$ cat config.mk
export PLATFORM = sky130hd
export DESIGN_NAME = sync_word_length_deframer
export DESIGN_NICKNAME = d
export VERILOG_FILES = /design/src/swld_pkg.sv /design/src/swld_parser.sv /design/src/sync_word_length_deframer.sv
export SDC_FILE = /design/constraint.sdc
export NUM_CORES = 1
export LEC_CHECK = 0
export BUFFER_PORTS_ARGS = -buffer_cell sky130_fd_sc_hd__buf_2
export CORE_MARGIN = 1
export CORE_UTILIZATION = 45
export CTS_CLUSTER_DIAMETER = 200
export DETAILED_ROUTE_END_ITERATION = 16
export PLACE_DENSITY = 0.66
export SYNTH_ARGS = -nofsm -noshare
export SYNTH_HDL_FRONTEND = slang
export SYNTH_SLANG_ARGS = --single-unit
$ cat constraint.sdc
create_clock -name clock -period 3.25 [get_ports clock]
set_input_delay 0.4875 -clock clock [delete_from_list [all_inputs] [get_ports clock]]
set_output_delay 0.4875 -clock clock [all_outputs]
set_load 0.05 [all_outputs]
$ cat src/swld_pkg.sv
// Package with the shared types and constants of the sync word length deframer.
package swld_pkg;

   // Frame phase of the deframer. The unused code is treated as hunting.
   typedef enum logic [1:0] {
      PHASE_HUNT    = 2'd0,
      PHASE_LENGTH  = 2'd1,
      PHASE_PAYLOAD = 2'd2
   } phase_type;

   localparam int BYTE_W    = 8;
   localparam int LENGTH_W  = 32;
   localparam int PAYLOAD_W = 24;
   localparam int CSR_ADDR_W = 3;
   localparam int CSR_DATA_W = 32;

   // Register index of max_payload, taken from paddr bit 2.
   localparam logic CSR_IDX_MAX_PAYLOAD = 1'b0;

   localparam logic [PAYLOAD_W-1:0] MAX_PAYLOAD_RESET = 24'd65535;

   // Last index of the sync word and of the length field.
   localparam logic [1:0] SYNC_LAST   = 2'd3;
   localparam logic [1:0] LENGTH_LAST = 2'd3;

   // Sync word "TRAJ", one byte per match position.
   function automatic logic [BYTE_W-1:0] sync_byte(input logic [1:0] idx);
      logic [BYTE_W-1:0] b;
      case (idx)
         2'd0:    b = 8'h54;
         2'd1:    b = 8'h52;
         2'd2:    b = 8'h41;
         default: b = 8'h4A;
      endcase
      return b;
   endfunction

   // One result transaction as it leaves the parser.
   typedef struct packed {
      logic              valid;
      logic [BYTE_W-1:0] out_byte;
      logic              frame_start;
      logic              frame_end;
      logic              length_error;
   } result_type;

endpackage

$ cat src/swld_parser.sv
// Frame parser: sync hunt, length field capture and payload countdown for one byte per step.
module swld_parser (
   input  logic                               clock,
   input  logic                               reset,
   input  logic                               step,
   input  logic [swld_pkg::BYTE_W-1:0]        in_byte,
   input  logic [swld_pkg::PAYLOAD_W-1:0]     max_payload,
   output swld_pkg::result_type               result
);

   swld_pkg::phase_type               phase_ff, phase_in;
   logic [1:0]                        sync_matched_ff, sync_matched_in;
   logic [1:0]                        len_seen_ff, len_seen_in;
   logic [swld_pkg::LENGTH_W-1:0]     len_accum_ff, len_accum_in;
   logic [swld_pkg::PAYLOAD_W-1:0]    payload_left_ff, payload_left_in;

   logic [swld_pkg::LENGTH_W-1:0]     new_accum;
   logic [swld_pkg::PAYLOAD_W-1:0]    left_dec;
   logic                              sync_hit;
   logic                              last_len;
   logic                              too_big;
   logic                              len_zero;
   logic                              payload_done;

   // Shared decode of the current byte.
   assign new_accum    = {len_accum_ff[swld_pkg::LENGTH_W-swld_pkg::BYTE_W-1:0], in_byte};
   assign left_dec     = payload_left_ff - swld_pkg::PAYLOAD_W'(1);
   assign sync_hit     = (in_byte == swld_pkg::sync_byte(sync_matched_ff));
   assign last_len     = (len_seen_ff == swld_pkg::LENGTH_LAST);
   assign too_big      = (new_accum > {{(swld_pkg::LENGTH_W-swld_pkg::PAYLOAD_W){1'b0}},
                                       max_payload});
   assign len_zero     = (new_accum == '0);
   assign payload_done = (left_dec == '0);

   // Next phase.
   always_comb begin
      phase_in = phase_ff;
      unique case (phase_ff)
         swld_pkg::PHASE_LENGTH: begin
            if (last_len) begin
               phase_in = (too_big || len_zero) ? swld_pkg::PHASE_HUNT
                                                : swld_pkg::PHASE_PAYLOAD;
            end
         end
         swld_pkg::PHASE_PAYLOAD: begin
            if (payload_done) begin
               phase_in = swld_pkg::PHASE_HUNT;
            end
         end
         default: begin
            phase_in = (sync_hit && sync_matched_ff == swld_pkg::SYNC_LAST)
                       ? swld_pkg::PHASE_LENGTH : swld_pkg::PHASE_HUNT;
         end
      endcase
   end

   // Counters, length accumulator and the result of this byte.
   always_comb begin
      sync_matched_in     = sync_matched_ff;
      len_seen_in         = len_seen_ff;
      len_accum_in        = len_accum_ff;
      payload_left_in     = payload_left_ff;
      result.valid        = 1'b0;
      result.out_byte     = in_byte;
      result.frame_start  = 1'b0;
      result.frame_end    = 1'b0;
      result.length_error = 1'b0;
      unique case (phase_ff)
         swld_pkg::PHASE_LENGTH: begin
            result.valid       = step;
            result.frame_start = (len_seen_ff == 2'd0);
            len_seen_in        = len_seen_ff + 2'd1;
            len_accum_in       = new_accum;
            if (last_len) begin
               if (too_big || len_zero) begin
                  result.frame_end    = 1'b1;
                  result.length_error = too_big;
                  len_accum_in        = '0;
               end else begin
                  payload_left_in = new_accum[swld_pkg::PAYLOAD_W-1:0];
               end
            end
         end
         swld_pkg::PHASE_PAYLOAD: begin
            result.valid    = step;
            payload_left_in = left_dec;
            if (payload_done) begin
               result.frame_end = 1'b1;
               len_seen_in      = '0;
               len_accum_in     = '0;
            end
         end
         default: begin
            // A byte that breaks a partial match restarts it, counting a 'T'.
            if (sync_hit) begin
               if (sync_matched_ff == swld_pkg::SYNC_LAST) begin
                  sync_matched_in = '0;
                  len_seen_in     = '0;
                  len_accum_in    = '0;
                  payload_left_in = '0;
               end else begin
                  sync_matched_in = sync_matched_ff + 2'd1;
               end
            end else begin
               sync_matched_in = (in_byte == swld_pkg::sync_byte(2'd0)) ? 2'd1 : 2'd0;
            end
         end
      endcase
   end

   // State registers advance only when a byte is processed.
   always_ff @(posedge clock) begin
      if (reset) begin
         phase_ff        <= swld_pkg::PHASE_HUNT;
         sync_matched_ff <= '0;
         len_seen_ff     <= '0;
         len_accum_ff    <= '0;
         payload_left_ff <= '0;
      end else if (step) begin
         phase_ff        <= phase_in;
         sync_matched_ff <= sync_matched_in;
         len_seen_ff     <= len_seen_in;
         len_accum_ff    <= len_accum_in;
         payload_left_ff <= payload_left_in;
      end
   end

endmodule

$ cat src/sync_word_length_deframer.sv
// An accepted input byte is held in the input register, then its result in the result
// register on the rsp_ side. Throughput: one byte per cycle unless the result side stalls;
// the two registers decouple the channels, and the parser updates its state and counter
// once per byte. Bytes dropped while hunting give no result transaction.
// Reset is synchronous and active high: it empties both registers, returns the parser
// to hunting and sets max_payload to 65535.
module sync_word_length_deframer (
   input  logic                                clock,
   input  logic                                reset,
   // Input channel.
   input  logic                                req_valid,
   output logic                                req_stall,
   input  logic [swld_pkg::BYTE_W-1:0]         req_in_byte,
   // Result channel.
   output logic                                rsp_valid,
   input  logic                                rsp_stall,
   output logic [swld_pkg::BYTE_W-1:0]         rsp_out_byte,
   output logic                                rsp_frame_start,
   output logic                                rsp_frame_end,
   output logic                                rsp_length_error,
   // Configuration port.
   input  logic                                csr_psel,
   input  logic                                csr_penable,
   input  logic                                csr_pwrite,
   input  logic [swld_pkg::CSR_ADDR_W-1:0]     csr_paddr,
   input  logic [swld_pkg::CSR_DATA_W-1:0]     csr_pwdata,
   output logic [swld_pkg::CSR_DATA_W-1:0]     csr_prdata,
   output logic                                csr_pready
);

   logic [swld_pkg::PAYLOAD_W-1:0] max_payload_ff;
   logic                           in_valid_ff;
   logic [swld_pkg::BYTE_W-1:0]    in_byte_ff;
   logic                           rsp_valid_ff;
   swld_pkg::result_type           rsp_ff;
   swld_pkg::result_type           result;
   logic                           out_free;
   logic                           step;
   logic                           req_take;

   // Configuration register.
   assign csr_pready = 1'b1;
   assign csr_prdata = {{(swld_pkg::CSR_DATA_W-swld_pkg::PAYLOAD_W){1'b0}}, max_payload_ff};

   always_ff @(posedge clock) begin
      if (reset) begin
         max_payload_ff <= swld_pkg::MAX_PAYLOAD_RESET;
      end else if (csr_psel && csr_penable && csr_pwrite && csr_pready &&
                   csr_paddr[2] == swld_pkg::CSR_IDX_MAX_PAYLOAD) begin
         max_payload_ff <= csr_pwdata[swld_pkg::PAYLOAD_W-1:0];
      end
   end

   // Handshake: the held byte is processed whenever the result register can take it.
   assign out_free  = !rsp_valid_ff || !rsp_stall;
   assign step      = in_valid_ff && out_free;
   assign req_stall = in_valid_ff && !out_free;
   assign req_take  = req_valid && !req_stall;

   // Input register.
   always_ff @(posedge clock) begin
      if (reset) begin
         in_valid_ff <= 1'b0;
      end else if (req_take) begin
         in_valid_ff <= 1'b1;
      end else if (step) begin
         in_valid_ff <= 1'b0;
      end
   end

   always_ff @(posedge clock) begin
      if (req_take) begin
         in_byte_ff <= req_in_byte;
      end
   end

   swld_parser u_parser (
      .clock       (clock),
      .reset       (reset),
      .step        (step),
      .in_byte     (in_byte_ff),
      .max_payload (max_payload_ff),
      .result      (result)
   );

   // Result register.
   always_ff @(posedge clock) begin
      if (reset) begin
         rsp_valid_ff <= 1'b0;
      end else if (out_free) begin
         rsp_valid_ff <= result.valid;
      end
   end

   always_ff @(posedge clock) begin
      if (out_free) begin
         rsp_ff <= result;
      end
   end

   assign rsp_valid        = rsp_valid_ff;
   assign rsp_out_byte     = rsp_ff.out_byte;
   assign rsp_frame_start  = rsp_ff.frame_start;
   assign rsp_frame_end    = rsp_ff.frame_end;
   assign rsp_length_error = rsp_ff.length_error;

   // A rejected length always closes the frame.
   a_error_ends_frame: assert property (@(posedge clock) disable iff (reset)
      rsp_valid_ff && rsp_ff.length_error |-> rsp_ff.frame_end)
      else $error("length error without frame end");

   // The first length byte can never also be the last byte of a frame.
   a_start_not_end: assert property (@(posedge clock) disable iff (reset)
      rsp_valid_ff && rsp_ff.frame_start |-> !rsp_ff.frame_end)
      else $error("frame start and frame end on the same byte");

   // A byte is never processed while a stalled result is still held.
   a_no_overwrite: assert property (@(posedge clock) disable iff (reset)
      rsp_valid_ff && rsp_stall |-> !step)
      else $error("parser stepped over a stalled result");

   // The input side stalls only when a byte is held.
   a_stall_held: assert property (@(posedge clock) disable iff (reset)
      req_stall |-> in_valid_ff)
      else $error("input stalled with an empty input register");

endmodule

# Yosys cells after proc, flatten, opt, wreduce, memory -nomap -nowiden
# Index checks and enable logic that the tools add are counted.
# totals
out_inout_bits	46
wordCells	86
inputBits	50
reg_bits	99
# op_classes
addsub	3
n_mux	30
magnitude_cmp	1
reduce_logical	26
n_eq_ne	11
bitwise	2
# op_table
operator	n
$mux W24	9
$pmux W24 S2	2
$gt A32 B24 Y1	1
$logic_not A32 Y1	1
$logic_not A24 Y1	1
$sub A24 B1 Y24 const B	1
$mux W2	9
$pmux W5 S3	1
$eq A2 B2 Y1 const B	4
$eq A8 B7 Y1	1
$eq A8 B7 Y1 const B	1
$pmux W2 S2	2
$logic_and A1 B1 Y1	7
$mux W1	6
$reduce_and A3 Y1	2
$reduce_bool A3 Y1	2
$reduce_and A5 Y1	1
$add A2 B1 Y2 const B	2
$eq A2 B1 Y1 const B	2
$logic_not A1 Y1	4
$logic_not A2 Y1	2
$ne A2 B1 Y1 const B	2
$reduce_and A4 Y1	1
$logic_or A1 B1 Y1	2
6 further kinds	7

# Depth between registers and ports, before layout
# depth
ltp_word	7
ltp_mapped	11
mapped_depth_nobuf	9

# Modules after synthesis
# From an unflattened synthesis, not the netlist that was laid out.
# hier_totals
hier_cells	675
area_unflattened_um2	6027.0
# by_module_without_submodules
module	instances	area_each_um2	seq_area_each_um2	cells_per_inst
swld_parser	1	4280.4	1081.0	529
sync_word_length_deframer	1	1746.7	1091.0	146

# Least setup slack after synthesis
# OpenSTA, ideal clock, no wires.
# synth_path
path_type	register -> register
startpoint	register max_payload_ff[14] (netlist bit)
endpoint	register u_parser.payload_left_ff[12] (netlist bit)
synth_period_minus_slack_ns	2.987
arrival_time_ns	2.872
n_path_buf	2
slack_ns	0.263
t_required_ns	3.135
setup_ns	0.115
path_stages_with_launch	12
path_cell_list	dfxtp_1 > inv_1 > ha_1 > nand4_1 > or4_1 > a21oi_1 > and4b_1 > buf_2 > o2111ai_4 > buf_4 > a211oi_1 > o21a_1
# synth_via
elab_chain_len	4
# synth_lines
item	line	text
from (decl)	sync_word_length_deframer.sv:31	logic [swld_pkg::PAYLOAD_W-1:0] max_payload_ff;
from (signal assigned)	sync_word_length_deframer.sv:47	max_payload_ff <= swld_pkg::MAX_PAYLOAD_RESET;
from (signal assigned)	sync_word_length_deframer.sv:50	max_payload_ff <= csr_pwdata[swld_pkg::PAYLOAD_W-1:0];
$gt A32 B24 Y1	swld_parser.sv:30	assign too_big = (new_accum > {{(swld_pkg::LENGTH_W-swld_pkg::PAYLOAD_W){1'b0}},
$logic_or A1 B1 Y1	swld_parser.sv:75	if (too_big || len_zero) begin
$ne A2 B2 Y1 (no source line)	n/a	
$reduce_and A5 Y1 (no source line)	n/a	
to (signal assigned)	swld_parser.sv:124	payload_left_ff <= payload_left_in;
to (decl)	swld_parser.sv:15	logic [swld_pkg::PAYLOAD_W-1:0] payload_left_ff, payload_left_in;
# Every way passes these cells.
# A chain may end at the register's enable or synchronous reset.

# Final worst setup path
# layout_path
startpoint	register u_parser.payload_left_ff[0] (netlist bit)
endpoint	register u_parser.len_accum_ff[18] (netlist bit)
# layout_via
elab_chain_len	4
# layout_lines
item	line	text
$sub A24 B1 Y24	swld_parser.sv:27	assign left_dec = payload_left_ff - swld_pkg::PAYLOAD_W'(1);
$logic_not A24 Y1	swld_parser.sv:33	assign payload_done = (left_dec == '0);
$ne A2 B1 Y1 (no source line)	n/a	
$reduce_and A4 Y1 (no source line)	n/a	
to (signal assigned)	swld_parser.sv:123	len_accum_ff <= len_accum_in;
to (decl)	swld_parser.sv:14	logic [swld_pkg::LENGTH_W-1:0] len_accum_ff, len_accum_in;
# Every way passes these cells.

==> impl_metrics.json <==
{
  "synth_top_family_by_area": "simple AND/OR/NAND/NOR gates",
  "critPathCaptureType": "flip-flop",
  "synth_compound_area_share_pct": 17.6,
  "syn_area_sq_um": 5990,
  "hold_violations": 0,
  "via_per_inst": 5.67,
  "route.detailed.drc": 0,
  "routabilityCongestion": 0.865,
  "fin_crit_sh_pct": 94.6,
  "slew-limit-headroom_pct": 39.0,
  "swShare_pct": 26.5,
  "ctsHoldBuffers": 0,
  "antenna_found_initial": 0,
  "htreeDepth": 3,
  "pwr-share-comb_pct": 8.5,
  "final_nets": 820,
  "status": "finished clean",
  "drv_cap": 0,
  "p_switching_w": 0.000672,
  "fillers": 1205,
  "grt-ovfl-total": 0,
  "crit_fanout": 22,
  "synth_edf_count": 19,
  "setup_viol": 0,
  "ir_drop_mv": 0.304,
  "drive_above_1_share_pct": 18.4,
  "clk_path_buf_depth": 2,
  "power_density_nw_per_um2": 374,
  "placed_area_sq_um": 6490,
  "async_flop_share_pct": 0,
  "die-area_sq_um": 13800,
  "antenna_cells": 0,
  "coreArea_sq_um": 12800,
  "cts_resized": 0,
  "clock_latency_ns": 0.36,
  "critical_path.cell_chain": "inv_1, ha_1, nor4b_4, nand4_2, or3b_1, a21oi_1, o2111ai_2, nand2_4, buf_12, mux2i_1",
  "synth_xor_area_share_pct": 3.36,
  "hold_class": "in -> reg",
  "worst_pin_slew_ns": 0.915,
  "ys_seq_area_share_pct": 36.3,
  "rsz0062_at_grt": "false",
  "drtAntennaViolNets": 0,
  "crit_slowest_cell": "or3b_1",
  "yosysWarnings": 0,
  "seq_power_share_pct": 50.8,
  "clockRootBuffer": "clkbuf_16",
  "pwr-share-clk_pct": 40.7,
  "max_freq_mhz": 325,
  "worstPathArrival_ns": 3.35,
  "placementRows": 41,
  "grt_pass1_vias": 5037,
  "grt_pass1_wl_um": 25000,
  "io_buffers": 76,
  "synthMuxAreaShare_pct": 5.41,
  "critPathLaunchType": "flip-flop",
  "fin_tns_setup_ns": 0,
  "area_growth_pct": 13.1,
  "fp.dieW_um": 117,
  "cts_tree": "built",
  "dr.pass1.iters": 5,
  "ioPinCount": 96,
  "grt_start_max_net_pins": 38,
  "yosys.area_share.adder_pct": 7.10,
  "post-place-ws_ns": 0.246,
  "clock-sinks": 99,
  "required_ns": 3.53,
  "yosys.area_share.simple_pct": 22.8,
  "critical_path_buf_inv_count": 2,
  "design_area_sq_um": 6770,
  "cpPeakStageDelay_ns": 0.44,
  "place_hpwl_um": 11100,
  "ys_seq_elements": 99,
  "synth.distinct_cells": 72,
  "p_int_w": 0.00186,
  "wl_per_cell_um": 17.0,
  "vias": 5177,
  "start_util_pct": 46.9,
  "post-cts-setup-buffers": 0,
  "fin_ws_ns": 0.174,
  "grt.total_usage_pct": 22.9,
  "fin_crit_ns": 3.08,
  "critPathKind": "reg -> reg",
  "syn_avg_cell_area_sq_um": 8.93,
  "syn_inst": 671,
  "cellLeakagePower_nw": 2.77,
  "power_w": 0.00254,
  "numCtsBuffers": 9,
  "ys_dominant_reg_cell": "dfxtp_1",
  "drt_wl_total_um": 15600,
  "drv_slew": 0,
  "crit_family": "simple AND/OR/NAND/NOR gates",
  "clkTransAtPathRegs_ns": 0.07,
  "die_height_um": 117,
  "drt-initial-drc-count": 284,
  "finClkSkew_ns": 0.00721
}
final timing paths:
path,to,start,depth (start not counted),slack [ns]
worst max-delay path,u_parser.len_accum_ff[18],u_parser.payload_left_ff[0],10,0.17
worst min register to register,max_payload_ff[20],max_payload_ff[20],2,0.48
worst min-delay path,in_byte_ff[7],req_in_byte[7],1,0.30
worst max register to register,u_parser.len_accum_ff[18],u_parser.payload_left_ff[0],10,0.17
synthesized netlist by cell type (all sizes together) (11+ instances only):
library cell,n,area [sq um]
a211o,22,193
clkbuf,26,97.6
nor3,19,121
a211oi,11,82.6
xor2,13,114
inv,40,150
ha,34,425
buf,22,189
nor4,13,87.6
dfxtp,80,1600
a21oi,29,156
nand2,85,334
a22oi,20,150
o21ai,15,75.1
mux2i,29,290
nor2,37,139
edfxtp,19,571
nand2b,31,194
nand3,11,55.1
metal layers:
metal / vias up / global-route usage [%] / routed length (um)
met3: 28 / 3.11 / 702
met5: - / 0 / 0
met4: 0 / 11.2 / 429
met2: 146 / 39.3 / 7600
li1: 2508 / - / -
met1: 2495 / 28.1 / 6830
area by class of cell:
cell class	instances	area, sq um	area share, %
multi-input cells	490	3400	50.2
inverters	41	154	2.27
flip-flops and latches	99	2170	32.1
clock inverters	7	56.3	0.831
well taps	172	215	3.18
repair buffers	95	548	8.09
clock buffers	9	225	3.32
logic make-up after synthesis:
logic type	after synthesis
mux	32
buf+inv	89
fa+ha+maj	34
other cells	2
compound gates	139
flops	99
xor+xnor	23
simple gates	253
metrics by stage:
step	utilization [%]	instances	hold slack, ns
final	53.0	913	0.300
after global routing	53.0	913	0.294
after CTS	53.0	913	0.294
after detailed placement	50.8	897	0.464
after global placement	50.8	897	0.457
after floorplan	-	678	0.443
power groups by stage:
stage,Clock [W],Combinational (W),Sequential (W)
finish,0.00103,0.000215,0.00129
global route,0.00109,0.000231,0.00129
CTS,0.00105,0.000215,0.00129
detailed placement,0,0.000214,0.00132
global placement,0,0.000210,0.00132
floorplan,0,0.000104,0.00136
state kept, by name, summed over array words and instances (netlist names):
name                      flops
u_parser.phase_ff             2
rsp_frame_end                 1
u_parser.len_accum_ff        24
max_payload_ff               24
in_byte_ff                    8
rsp_length_error              1
rsp_out_byte                  8
rsp_frame_start               1
u_parser.len_seen_ff          2
in_valid_ff                   1
u_parser.sync_matched_ff      2
u_parser.payload_left_ff     24
rsp_valid                     1
cell usage in the layout (no fill, tap or decap), types with 3 or more instances in the layout:
cell type	count
inv_1	39
a21oi_1	28
nor2_1	37
nand3_1	11
and2_1	3
nand2_1	83
nor2b_1	7
mux2_1	3
o211a_1	3
mux2i_1	29
o21ai_1	10
edfxtp_1	19
o21a_1	10
o211ai_1	8
a211o_1	22
nor3_2	3
or3_1	5
buf_2	76
or4_1	5
dfxtp_1	80
and3_1	10
nor3_1	15
clkbuf_16	9
nand2b_1	31
inv_6	4
xnor2_1	10
nor4_1	12
nand4_1	8
a211oi_1	11
o31ai_2	4
ha_1	34
a22oi_1	20
o21ai_0	5
buf_4	17
xor2_1	13
conb_1	9
Power figures use the tool's default switching activity.
